`src/hdl/assert_macros.svh`:
```
// Assertion helpers, sampled on clk, muted while rst_n is low.
`ifndef ASSERT_MACROS_SVH
`define ASSERT_MACROS_SVH

// Property must hold at every rising edge out of reset.
`define CDQ_ASSERT(label, prop, msg) \
    label: assert property (@(posedge clk) disable iff (!rst_n) (prop)) else $error(msg);

// Condition must never be seen at a rising edge out of reset.
`define CDQ_NEVER(label, cond, msg) \
    `CDQ_ASSERT(label, !(cond), msg)

`endif

```
`src/hdl/cdq_pkg.sv`:
```
`default_nettype none

package cdq_pkg;

    localparam int DEPTH     = 16;
    localparam int IDX_W     = (DEPTH > 1) ? $clog2(DEPTH) : 1;
    localparam int CNT_W     = $clog2(DEPTH + 1);
    localparam int CAP_W     = 5;
    localparam int DATA_W    = 32;
    localparam int CMD_W     = 3;

    localparam logic [CAP_W-1:0] CAPACITY_RESET = CAP_W'(16);

    localparam logic [CMD_W-1:0] CMD_PUSH_FRONT = 3'd0;
    localparam logic [CMD_W-1:0] CMD_PUSH_REAR  = 3'd1;
    localparam logic [CMD_W-1:0] CMD_POP_FRONT  = 3'd2;
    localparam logic [CMD_W-1:0] CMD_POP_REAR   = 3'd3;
    localparam logic [CMD_W-1:0] CMD_QUERY      = 3'd4;

    typedef struct packed {
        logic              we;
        logic [IDX_W-1:0]  addr;
        logic [DATA_W-1:0] data;
    } cdq_wr_t;

    typedef struct packed {
        logic              re;
        logic [IDX_W-1:0]  addr_front;
        logic [IDX_W-1:0]  addr_rear;
    } cdq_rd_t;

    // capacity 0 acts as 1, anything above the built depth saturates
    function automatic logic [CNT_W-1:0] eff_cap(input logic [CAP_W-1:0] c);
        logic [CNT_W-1:0] r;
        if (c == '0)
            r = CNT_W'(1);
        else if (int'(c) > DEPTH)
            r = CNT_W'(DEPTH);
        else
            r = CNT_W'(c);
        return r;
    endfunction

    function automatic logic [IDX_W-1:0] step_fwd(input logic [IDX_W-1:0] i,
                                                   input logic [CNT_W-1:0] cap);
        logic [IDX_W-1:0] r;
        if (int'(i) + 1 >= int'(cap))
            r = '0;
        else
            r = IDX_W'(int'(i) + 1);
        return r;
    endfunction

    function automatic logic [IDX_W-1:0] step_back(input logic [IDX_W-1:0] i,
                                                    input logic [CNT_W-1:0] cap);
        logic [IDX_W-1:0] r;
        if (i == '0 || int'(i) >= int'(cap))
            r = IDX_W'(int'(cap) - 1);
        else
            r = IDX_W'(int'(i) - 1);
        return r;
    endfunction

endpackage

`default_nettype wire

```
`src/hdl/cdq_cmd_if.sv`:
```
`default_nettype none

interface cdq_cmd_if
    import cdq_pkg::*;
();
    logic                     valid;
    logic                     ready;
    logic [CMD_W-1:0]         cmd;
    logic signed [DATA_W-1:0] value;

    modport source (output valid, output cmd, output value, input ready);
    modport sink   (input valid, input cmd, input value, output ready);
endinterface

`default_nettype wire

```
`src/hdl/cdq_rsp_if.sv`:
```
`default_nettype none

interface cdq_rsp_if
    import cdq_pkg::*;
();
    logic                     valid;
    logic                     ready;
    logic                     ok;
    logic signed [DATA_W-1:0] front_value;
    logic signed [DATA_W-1:0] rear_value;
    logic                     is_empty;
    logic                     is_full;

    modport source (output valid, output ok, output front_value, output rear_value,
                    output is_empty, output is_full, input ready);
    modport sink   (input valid, input ok, input front_value, input rear_value,
                    input is_empty, input is_full, output ready);
endinterface

`default_nettype wire

```
`src/hdl/cdq_ram.sv`:
```
`default_nettype none

module cdq_ram
    import cdq_pkg::*;
(
    input  wire logic              clk,
    input  wire cdq_wr_t           wr,
    input  wire cdq_rd_t           rd,
    output logic [DATA_W-1:0]      rdata_front,
    output logic [DATA_W-1:0]      rdata_rear
);

    logic [DATA_W-1:0] mem [DEPTH];

    always_ff @(posedge clk)
    begin
        if (wr.we)
        begin
            mem[wr.addr] <= wr.data;
        end
    end

    // two registered read ports, held while re is low
    always_ff @(posedge clk)
    begin
        if (rd.re)
        begin
            rdata_front <= mem[rd.addr_front];
            rdata_rear  <= mem[rd.addr_rear];
        end
    end

endmodule

`default_nettype wire

```
`src/hdl/circular_deque.sv`:
```
// circular_deque: double-ended queue of 32-bit words in a 16-entry circular store.
// cmd_ch (valid/ready) carries an item: cmd and value. Commands push at the front
// or rear, pop at the front or rear, or only query; unknown codes act as a query.
// rsp_ch (valid/ready) returns one item per command: ok, front_value, rear_value
// (-1 when empty), is_empty and is_full, all as they stand after the command.
// cfg_we/cfg_wdata write the capacity register (reset 16; 0 acts as 1, values
// above 16 act as 16). Write it only while no command is outstanding.
// Timing: accepting a command updates the pointers and writes the store; the
// next cycle reads the front and rear slots through the store's two registered
// read ports, and the response valid flag is registered along with that read data.
// One command is in flight at a time: no new command is taken while one is
// being read from the store.
// The next command is taken in the same cycle its predecessor's response is
// taken; while the receiver stalls, the response holds and cmd_ch.ready is low.
// Reset (rst_n, asynchronous, active low) empties the deque and zeroes both
// pointers; the store contents are not cleared and no clearing pass is needed.
`default_nettype none

`include "assert_macros.svh"

module circular_deque
    import cdq_pkg::*;
(
    input  wire logic              clk,
    input  wire logic              rst_n,
    cdq_cmd_if.sink                cmd_ch,
    cdq_rsp_if.source              rsp_ch,
    input  wire logic              cfg_we,
    input  wire logic [CAP_W-1:0]  cfg_wdata
);

    typedef enum logic [1:0] {
        S_IDLE = 2'b01,
        S_READ = 2'b10
    } state_t;

    state_t            state_reg, state_next;
    logic [IDX_W-1:0]  head_reg, head_next;
    logic [IDX_W-1:0]  tail_reg, tail_next;
    logic [CNT_W-1:0]  occ_reg, occ_next;
    logic [CAP_W-1:0]  capacity_reg;
    logic              ok_reg, ok_next;
    logic              full_reg, full_next;
    logic              out_valid_reg, out_valid_next;

    logic              accept;
    logic [CNT_W-1:0]  cap;
    cdq_wr_t           wr;
    cdq_rd_t           rd;
    logic [DATA_W-1:0] rdata_front;
    logic [DATA_W-1:0] rdata_rear;

    cdq_ram u_ram (
        .clk         (clk),
        .wr          (wr),
        .rd          (rd),
        .rdata_front (rdata_front),
        .rdata_rear  (rdata_rear)
    );

    assign cmd_ch.ready = (state_reg == S_IDLE) && (!out_valid_reg || rsp_ch.ready);
    assign accept       = cmd_ch.valid && cmd_ch.ready;
    assign cap          = eff_cap(capacity_reg);

    assign rd.re         = (state_reg == S_READ);
    assign rd.addr_front = head_reg;
    assign rd.addr_rear  = tail_reg;

    always_comb
    begin
        head_next      = head_reg;
        tail_next      = tail_reg;
        occ_next       = occ_reg;
        ok_next        = ok_reg;
        full_next      = full_reg;
        state_next     = state_reg;
        out_valid_next = out_valid_reg;
        wr.we          = 1'b0;
        wr.addr        = '0;
        wr.data        = cmd_ch.value;

        if (out_valid_reg && rsp_ch.ready)
        begin
            out_valid_next = 1'b0;
        end

        unique case (state_reg)
            S_IDLE:
            begin
                if (accept)
                begin
                    ok_next    = 1'b1;
                    state_next = S_READ;
                    case (cmd_ch.cmd) inside
                        CMD_PUSH_FRONT, CMD_PUSH_REAR:
                        begin
                            if (occ_reg >= cap)
                            begin
                                ok_next = 1'b0;
                            end
                            else if (occ_reg == '0)
                            begin
                                head_next = '0;
                                tail_next = '0;
                                occ_next  = CNT_W'(1);
                                wr.we     = 1'b1;
                                wr.addr   = '0;
                            end
                            else if (cmd_ch.cmd == CMD_PUSH_FRONT)
                            begin
                                head_next = step_back(head_reg, cap);
                                occ_next  = occ_reg + 1'b1;
                                wr.we     = 1'b1;
                                wr.addr   = head_next;
                            end
                            else
                            begin
                                tail_next = step_fwd(tail_reg, cap);
                                occ_next  = occ_reg + 1'b1;
                                wr.we     = 1'b1;
                                wr.addr   = tail_next;
                            end
                        end
                        CMD_POP_FRONT, CMD_POP_REAR:
                        begin
                            if (occ_reg == '0)
                            begin
                                ok_next = 1'b0;
                            end
                            else if (occ_reg == CNT_W'(1))
                            begin
                                head_next = '0;
                                tail_next = '0;
                                occ_next  = '0;
                            end
                            else
                            begin
                                if (cmd_ch.cmd == CMD_POP_FRONT)
                                    head_next = step_fwd(head_reg, cap);
                                else
                                    tail_next = step_back(tail_reg, cap);
                                occ_next = occ_reg - 1'b1;
                            end
                        end
                        default:
                        begin
                            // query only
                        end
                    endcase
                    full_next = (occ_next >= cap);
                end
            end
            S_READ:
            begin
                state_next     = S_IDLE;
                out_valid_next = 1'b1;
            end
            default:
            begin
                state_next = S_IDLE;
            end
        endcase
    end

    always_ff @(posedge clk or negedge rst_n)
    begin
        if (!rst_n)
        begin
            state_reg     <= S_IDLE;
            head_reg      <= '0;
            tail_reg      <= '0;
            occ_reg       <= '0;
            capacity_reg  <= CAPACITY_RESET;
            out_valid_reg <= 1'b0;
        end
        else
        begin
            state_reg     <= state_next;
            head_reg      <= head_next;
            tail_reg      <= tail_next;
            occ_reg       <= occ_next;
            out_valid_reg <= out_valid_next;
            if (cfg_we)
            begin
                capacity_reg <= cfg_wdata;
            end
        end
    end

    always_ff @(posedge clk)
    begin
        ok_reg   <= ok_next;
        full_reg <= full_next;
    end

    assign rsp_ch.valid       = out_valid_reg;
    assign rsp_ch.ok          = ok_reg;
    assign rsp_ch.is_empty    = (occ_reg == '0);
    assign rsp_ch.is_full     = full_reg;
    assign rsp_ch.front_value = (occ_reg == '0) ? '1 : rdata_front;
    assign rsp_ch.rear_value  = (occ_reg == '0) ? '1 : rdata_rear;

    `CDQ_ASSERT(a_occ_bound, int'(occ_reg) <= DEPTH, "occupancy above depth")
    `CDQ_ASSERT(a_empty_ptrs, occ_reg == '0 |-> (head_reg == '0 && tail_reg == '0),
                "empty deque with non-zero pointers")
    `CDQ_NEVER(a_read_no_rsp, state_reg == S_READ && out_valid_reg,
               "store read while a response is pending")
    `CDQ_ASSERT(a_refused_hold, (state_reg == S_READ && !ok_reg) |-> occ_reg == $past(occ_reg),
                "refused item changed occupancy")

endmodule

`default_nettype wire
```
`src/flat_wrapper.sv`:
```
// flat-port wrapper written by rule: the top's interface ports become plain ports
module circular_deque_flat import cdq_pkg::*;
  (clk, rst_n, cfg_we, cfg_wdata, cmd_ch_valid, cmd_ch_cmd, cmd_ch_value, cmd_ch_ready, rsp_ch_valid, rsp_ch_ok, rsp_ch_front_value, rsp_ch_rear_value, rsp_ch_is_empty, rsp_ch_is_full, rsp_ch_ready);
  cdq_cmd_if cmd_ch_i ();
  cdq_rsp_if rsp_ch_i ();
  input  wire logic clk;
  input  wire logic rst_n;
  input  wire logic cfg_we;
  input  wire logic [CAP_W-1:0] cfg_wdata;
  input wire logic [$bits(cmd_ch_i.valid)-1:0] cmd_ch_valid;
  input wire logic [$bits(cmd_ch_i.cmd)-1:0] cmd_ch_cmd;
  input wire logic [$bits(cmd_ch_i.value)-1:0] cmd_ch_value;
  output wire logic [$bits(cmd_ch_i.ready)-1:0] cmd_ch_ready;
  output wire logic [$bits(rsp_ch_i.valid)-1:0] rsp_ch_valid;
  output wire logic [$bits(rsp_ch_i.ok)-1:0] rsp_ch_ok;
  output wire logic [$bits(rsp_ch_i.front_value)-1:0] rsp_ch_front_value;
  output wire logic [$bits(rsp_ch_i.rear_value)-1:0] rsp_ch_rear_value;
  output wire logic [$bits(rsp_ch_i.is_empty)-1:0] rsp_ch_is_empty;
  output wire logic [$bits(rsp_ch_i.is_full)-1:0] rsp_ch_is_full;
  input wire logic [$bits(rsp_ch_i.ready)-1:0] rsp_ch_ready;
  assign cmd_ch_i.valid = cmd_ch_valid;
  assign cmd_ch_i.cmd = cmd_ch_cmd;
  assign cmd_ch_i.value = cmd_ch_value;
  assign cmd_ch_ready = cmd_ch_i.ready;
  assign rsp_ch_valid = rsp_ch_i.valid;
  assign rsp_ch_ok = rsp_ch_i.ok;
  assign rsp_ch_front_value = rsp_ch_i.front_value;
  assign rsp_ch_rear_value = rsp_ch_i.rear_value;
  assign rsp_ch_is_empty = rsp_ch_i.is_empty;
  assign rsp_ch_is_full = rsp_ch_i.is_full;
  assign rsp_ch_i.ready = rsp_ch_ready;
  circular_deque u_core (.clk(clk), .rst_n(rst_n), .cmd_ch(cmd_ch_i), .rsp_ch(rsp_ch_i), .cfg_we(cfg_we), .cfg_wdata(cfg_wdata));
endmodule
```
`config.mk`:
```
export PLATFORM = sky130hd
export DESIGN_NAME = circular_deque_flat
export DESIGN_NICKNAME = d
export VERILOG_FILES = /design/src/hdl/cdq_pkg.sv /design/src/hdl/cdq_cmd_if.sv /design/src/hdl/cdq_rsp_if.sv /design/src/hdl/cdq_ram.sv /design/src/hdl/circular_deque.sv /design/src/flat_wrapper.sv
export VERILOG_INCLUDE_DIRS = /design/src /design/src/hdl
export SDC_FILE = /design/constraint.sdc
export NUM_CORES = 1
export LEC_CHECK = 0
export BUFFER_PORTS_ARGS = -buffer_cell sky130_fd_sc_hd__buf_4
export CAP_MARGIN = 10
export CORE_MARGIN = 2
export CORE_UTILIZATION = 45
export DETAILED_ROUTE_END_ITERATION = 16
export MAX_ROUTING_LAYER = met4
export PLACE_DENSITY_LB_ADDON = 0.15
export SLEW_MARGIN = 20
export SYNTH_ARGS = -nofsm -noshare
export SYNTH_HDL_FRONTEND = slang
export SYNTH_SLANG_ARGS = --single-unit
```
`constraint.sdc`:
```
create_clock -name clk -period 5.17 [get_ports clk]
set_clock_uncertainty 0.15 [all_clocks]
set_input_delay 1.034 -clock clk [delete_from_list [all_inputs] [get_ports clk]]
set_output_delay 1.034 -clock clk [all_outputs]
set_load 0.01 [all_outputs]
```
**Word level (Yosys, flattened, before mapping)**

Memories as Yosys holds them, arrays and structs flattened. A register that Yosys moved wholly into a read port is not among the register bits.
Index checks and enable logic that the tools add are counted.

- Flip-flop bits (word level): 23
- Latch bits: 0
- RAM bits: 512
- ROM bits: 0
- Input bits: 45
- Word-level logic and storage cells: 103
- Memories kept: 1

- Add/subtract/negate cells: 7
- $mul: 0
- Div/mod/pow operators: 0
- $lt $le $gt $ge: 7
- Equal/unequal tests: 12
- Shifts and indexed selects: 0
- Multiplexer cells: 48
- Bitwise operators: 0
- Reductions and logical operators: 20

Memory list:

| name | words | width | read ports | clocked after Yosys merged registers in | wr ports | RTL line | text |
|---|---|---|---|---|---|---|---|
| u_core.u_ram.mem | 16 | 32 | 2 | 2 | 1 | cdq_ram.sv:13 | `logic [DATA_W-1:0] mem [DEPTH];` |

Operators by type and width:

| operator | count |
|---|---|
| $mux 4 | 21 |
| $mux 5 | 15 |
| $mux 32 | 2 |
| $ge 5x5->1 | 4 |
| $reduce_and 7->1 | 2 |
| $sub 4x1->4 const B | 3 |
| $add 4x1->5 const B | 2 |
| $ge 4x5->1 | 2 |
| $logic_not 5->1 | 2 |
| $logic_not 4->1 | 2 |
| $mux 1 | 8 |
| $eq 3x2->1 const B | 2 |
| $ne 3x3->1 const B | 2 |
| $add 5x1->5 const B | 1 |
| $eq 5x1->1 const B | 1 |
| $gt 5x5->1 const B | 1 |
| $sub 5x1->5 const B | 1 |
| $mux 2 | 2 |
| $ne 2x1->1 const B | 2 |
| $reduce_bool 2->1 | 2 |
| $reduce_or 2->1 | 2 |
| $eq 3x1->1 const B | 1 |
| $logic_and 1x1->1 | 3 |
| $logic_not 3->1 | 1 |
| 8 further kinds | 10 |

**Longest topological paths before layout**

- Word-level depth: 14
- Mapped depth: 19

**Modules after synthesis**

A second synthesis with hierarchy kept.

- Cell total of the unflattened synthesis: 1493
- Area total of the unflattened synthesis: 27780.4 um^2

By module, submodules not included:

| module | instances | cells each | area each (um^2) | sequential area each (um^2) |
|---|---|---|---|---|
| cdq_ram | 1 | 1141 | 24843.8 | 17296.6 |
| circular_deque | 1 | 352 | 2936.6 | 588.1 |

**Worst setup path after synthesis**

Ideal clock, no wire load.

- Path kind: register to register
- Start point: register u_core.tail_reg[1]
- End point: memory u_core.u_ram.mem[0][0], enable pin
- Arrival time: 4.319 ns
- Slack: 0.270 ns
- Cell stages (with the launch flop): 14
- Period minus slack after synthesis: 4.900 ns
- Cell sequence: dfrtp_1 clkbuf_1 clkbuf_1 clkbuf_1 inv_1 ha_1 ha_1 nand2_1 o21ai_0 a311o_1 a311oi_1 a311oi_1 nand2_1 a21oi_1

- Word-level cells in the longest chain between the ends: 9

Ends and longest elaborated chain:

| element | RTL line | text |
|---|---|---|
| from (decl) | circular_deque.sv:39 | `logic [IDX_W-1:0] tail_reg, tail_next;` |
| from (signal assigned) | circular_deque.sv:180 | `tail_reg <= tail_next;` |
| $add 4x1->5 * | cdq_pkg.sv:47 | `if (int'(i) + 1 >= int'(cap))` |
| $ge 5x5->1 | cdq_pkg.sv:47 |  |
| $mux 4 * | cdq_pkg.sv:47 |  |
| $mux 4 * | circular_deque.sv:109 | `else if (cmd_ch.cmd == CMD_PUSH_FRONT)` |
| $mux 5 * | circular_deque.sv:101 | `else if (occ_reg == '0)` |
| $mux 5 * | circular_deque.sv:97 | `if (occ_reg >= cap)` |
| $mux 5 * | circular_deque.sv:94 | `case (cmd_ch.cmd) inside` |
| $mux 5 * | circular_deque.sv:90 | `if (accept)` |
| $mux 5 * | circular_deque.sv:87 | `unique case (state_reg)` |
| to (decl) | cdq_ram.sv:13 |  |

Every way passes the cells marked *; elsewhere a longest branch is shown, timed or not.

**Final worst setup path**

- Start point: register u_core.capacity_reg[4]
- End point: memory u_core.u_ram.mem[1][8], enable pin

- Word-level cells in the longest chain between the ends: 12

Ends and longest elaborated chain:

| element | RTL line | text |
|---|---|---|
| from (decl) | circular_deque.sv:41 | `logic [CAP_W-1:0] capacity_reg;` |
| from (signal assigned) | circular_deque.sv:185 | `capacity_reg <= cfg_wdata;` |
| $gt 5x5->1 | cdq_pkg.sv:37 | `else if (int'(c) > DEPTH)` |
| $mux 5 | cdq_pkg.sv:37 |  |
| $mux 5 * | cdq_pkg.sv:35 | `if (c == '0)` |
| $ge 4x5->1 | cdq_pkg.sv:57 | `if (i == '0 \|\| int'(i) >= int'(cap))` |
| $logic_or 1x1->1 | cdq_pkg.sv:57 |  |
| $mux 4 | cdq_pkg.sv:57 |  |
| $mux 4 | circular_deque.sv:109 |  |
| $mux 5 | circular_deque.sv:101 |  |
| $mux 5 * | circular_deque.sv:97 |  |
| $mux 5 * | circular_deque.sv:94 |  |
| $mux 5 * | circular_deque.sv:90 |  |
| $mux 5 * | circular_deque.sv:87 |  |

Marked as above.

==> impl_metrics.csv <==
group,metric,value,unit
finish,seqCellArea,0.01790,mm^2
setup_path,cp_max_fo,23,
timing,min_period,4.495,ns
routing,via_count,14509,
yosys,netlist-cell-type-count,63,
global_route,grt_max_degree,104,
setup_path,r2r_cells,11,
yosys,synth_area_per_cell,20.20,um^2
clock_tree,cts_sinks,599,
power_and_ir_drop,power_switching_share,31.55,%
status,status,"completed",
routing,viasPerCell,6.018,
finish,layout.cells.non_filler,2411,
setup_path,cp_num_cells,11,
yosys,synthCells,1393,
finish,multi_input_area,0.009829,mm^2
yosys,ys_top_cells_by_area,"edfxtp_1, mux4_2, dfrtp_1, ha_1, nand2b_1",
clock_tree,cts_max_level,3,
power_and_ir_drop,p_seq_share,35.4,%
setup_path,cp-end-kind,"flip-flop",
routing,dr.pass1.iters,5,
power_and_ir_drop,leakagePower,10.45,nW
timing,holdWs,0.1722,ns
power_and_ir_drop,power.switching,5.234,mW
floorplanning,fp-row-count,91,
routing,detail_route.wl_per_cell,28.37,um
power_and_ir_drop,powerDensity,514.9,mW/mm^2
placed_design,place_congestion,0.8105,
setup_path,cp_slowest_cell,"nor2_4",
timing,worst_pin_slew,1.033,ns
clock_tree,ctsRootBufferMaster,"clkbuf_16",
yosys,syn_nets,1476,
yosys,synthTopCellsByCount,"edfxtp_1, mux4_2, nand2b_1, ha_1, clkbuf_1",
clock_tree,cts_buffers,68,
yosys,yosys.cell_count.top_type,"edfxtp_1",
yosys,synth_area,0.02814,mm^2
global_route,overflow,0,
placed_design,portBuffers,113,
clock_tree,clockBufferDepth,3,
yosys,synthArstFlopShare,3.506,%
job,max_cap_violations,0,
timing,fmax,222.5,MHz
yosys,synth_top_area_share,61.69,%
yosys,synth-main-ff-cell,"edfxtp_1",
timing,rsz0062_at_grt,"false",
min_path,holdCritPathClass,"in -> async",
clock_tree,cts_resized,0,
setup_path,critPathArrivalTime,4.64,ns
finish,area_growth,14.52,%
global_route,grt_pass1_wl,101.6,mm
power_and_ir_drop,internal_power,11.35,mW
yosys,synth-seq-cells,599,
floorplanning,initial_core_util,45.59,%
finish,drive_gt1_share,38.78,%
yosys,yosys.area.top_type,"edfxtp_1",
clock_tree,cts_tree,"done",
placed_design,dp.cells,2289,
setup_path,crit_buf_inv,2,
routing,dr.first_iter.drc_count,1213,
finish,fin_util,52.21,%
timing,finalSetupTns,0,ns
power_and_ir_drop,p_comb_share,37.8,%
timing,finalCritPeriodShare,86.95,%
yosys,ys_seq_area_share,63.57,%
timing,setup_viol,0,
setup_path,start_kind,"flip-flop",
routing,ant_nets,0,
finish,top_register,"u_core.u_ram.mem",
power_and_ir_drop,clockPowerShare,26.8,%
finish,nets,1605,
floorplanning,num_io_pins,114,
timing,slew_headroom,31.11,%
routing,wl,68.41,mm
setup_path,cpPeakStageDelay,0.78,ns
clock_tree,post_cts_buffers,0,
finish,top_regs,"u_core.u_ram.mem: 512 flops, u_core.u_ram.rdata_front: 32 flops, u_core.u_ram.rdata_rear: 32 flops",
floorplanning,dieHeight,254.0,um
clock_tree,clkSlewWorstSetupHoldPaths,0.05,ns
clock_tree,clk_latency,0.60,ns
clock_tree,hold_buffers,0,
global_route,antenna_found_initial,2,
global_route,grt_use_total,22.58,%
setup_path,cp_cell_sequence,"inv_2 -> nand2_1 -> ha_1 -> a21oi_1 -> o21ai_1 -> a31oi_4 -> mux2i_1 -> a21oi_2 -> nand3b_2 -> nor2_4 -> buf_4",
yosys,synth_edf_count,578,
floorplanning,fp.dieArea,0.06454,mm^2
setup_path,cp_top_family,"simple AND/OR/NAND/NOR gates",
floorplanning,core,0.06171,mm^2
global_route,first_global_vias,15198,
setup_path,crit_required,5.32,ns
placed_design,dpl.hpwl,39.68,mm
finish,num-fill-cells,4877,
timing,hold_violations,0,
setup_path,path_class,"reg -> reg",
power_and_ir_drop,ir_drop,0.4242,mV
finish,largest_reg_flops,512,
timing,drv_slew,0,
yosys,synth_warnings,0,
routing,drc,0,
floorplanning,die_width,254.0,um
## final timing paths
path	startpoint	end	slack [ns]
max	u_core.capacity_reg[4]	u_core.u_ram.mem[1][8]	0.67
min	rst_n	u_core.tail_reg[0]	0.17
max reg2reg	u_core.capacity_reg[4]	u_core.u_ram.mem[1][8]	0.67
min reg2reg	u_core.capacity_reg[0]	u_core.capacity_reg[0]	0.41
max in group asynchronous	rst_n	u_core.state_reg[0]	4.41
min in group clk	u_core.capacity_reg[0]	u_core.capacity_reg[0]	0.41
## area by class of cell
class / count / area share (%)
clock buffer: 92 / 5.724
sequential: 599 / 55.56
inverter: 20 / 0.2447
multi-input combinational: 678 / 30.51
clock inverter: 29 / 0.5864
tap: 837 / 3.250
antenna: 1 / 0.007767
timing repair buffer: 155 / 4.116
## through the flow
stage	worst slack (ns)	power (mW)	cell area [um^2]
5_1_grt	0.3585	17.39	32220
3_5_place_dp	0.6356	12.34	30180
4_1_cts	0.6045	16.81	32220
6_report	0.6747	16.59	32220
2_1_floorplan	0.2697	10.57	28140
3_3_place_gp	0.7085	12.33	30180
## power groups by stage
| stage | sequential [mW] | combinational, mW | clock, mW |
|---|---|---|---|
| floorplan | 5.82 | 4.75 | 0 |
| global placement | 5.96 | 6.37 | 0 |
| detailed placement | 5.97 | 6.38 | 0 |
| CTS | 5.87 | 6.40 | 4.55 |
| global route | 5.89 | 6.77 | 4.73 |
| finish | 5.87 | 6.28 | 4.45 |
## per-layer routing
metal	global-route usage [%]	vias to the layer above	part of all wire (%)
met5	-	-	0
met4	5.597	0	1.7
met3	3.421	89	5.0
met2	36.39	398	50
met1	30.55	7823	43
li1	-	6199	-
## cell families (layout without fill, tap and decap cells)
logic type               after synthesis  after routing  share of synthesized area (%)
buffers and inverters                116            296                          1.983
AO/OA/AOI/OAI                        106            106                          2.513
other                                  0              1                              0
AND/OR/NAND/NOR                      185            185                          3.624
flip-flops                           599            599                          63.57
adder cells (fa/ha/maj)               38             38                          1.690
multiplexers                         338            338                          26.28
XOR/XNOR                              11             11                         0.3424
## layout by cell type, fill, tap and decap left out, drive strengths merged, types with 12 or more instances in the layout
cell / Yosys / final
edfxtp: 578 / 578
mux4: 320 / 320
buf: 61 / 155
clkbuf: 35 / 92
nand2b: 70 / 70
ha: 38 / 38
a21oi: 31 / 31
nor2: 31 / 31
nand2: 30 / 30
o21ai: 25 / 25
clkinv: 0 / 24
inv: 20 / 22
dfrtp: 19 / 19
nor3: 15 / 15
mux2i: 12 / 12
nor2b: 12 / 12
No activity file was read; power rests on OpenSTA's default activity.
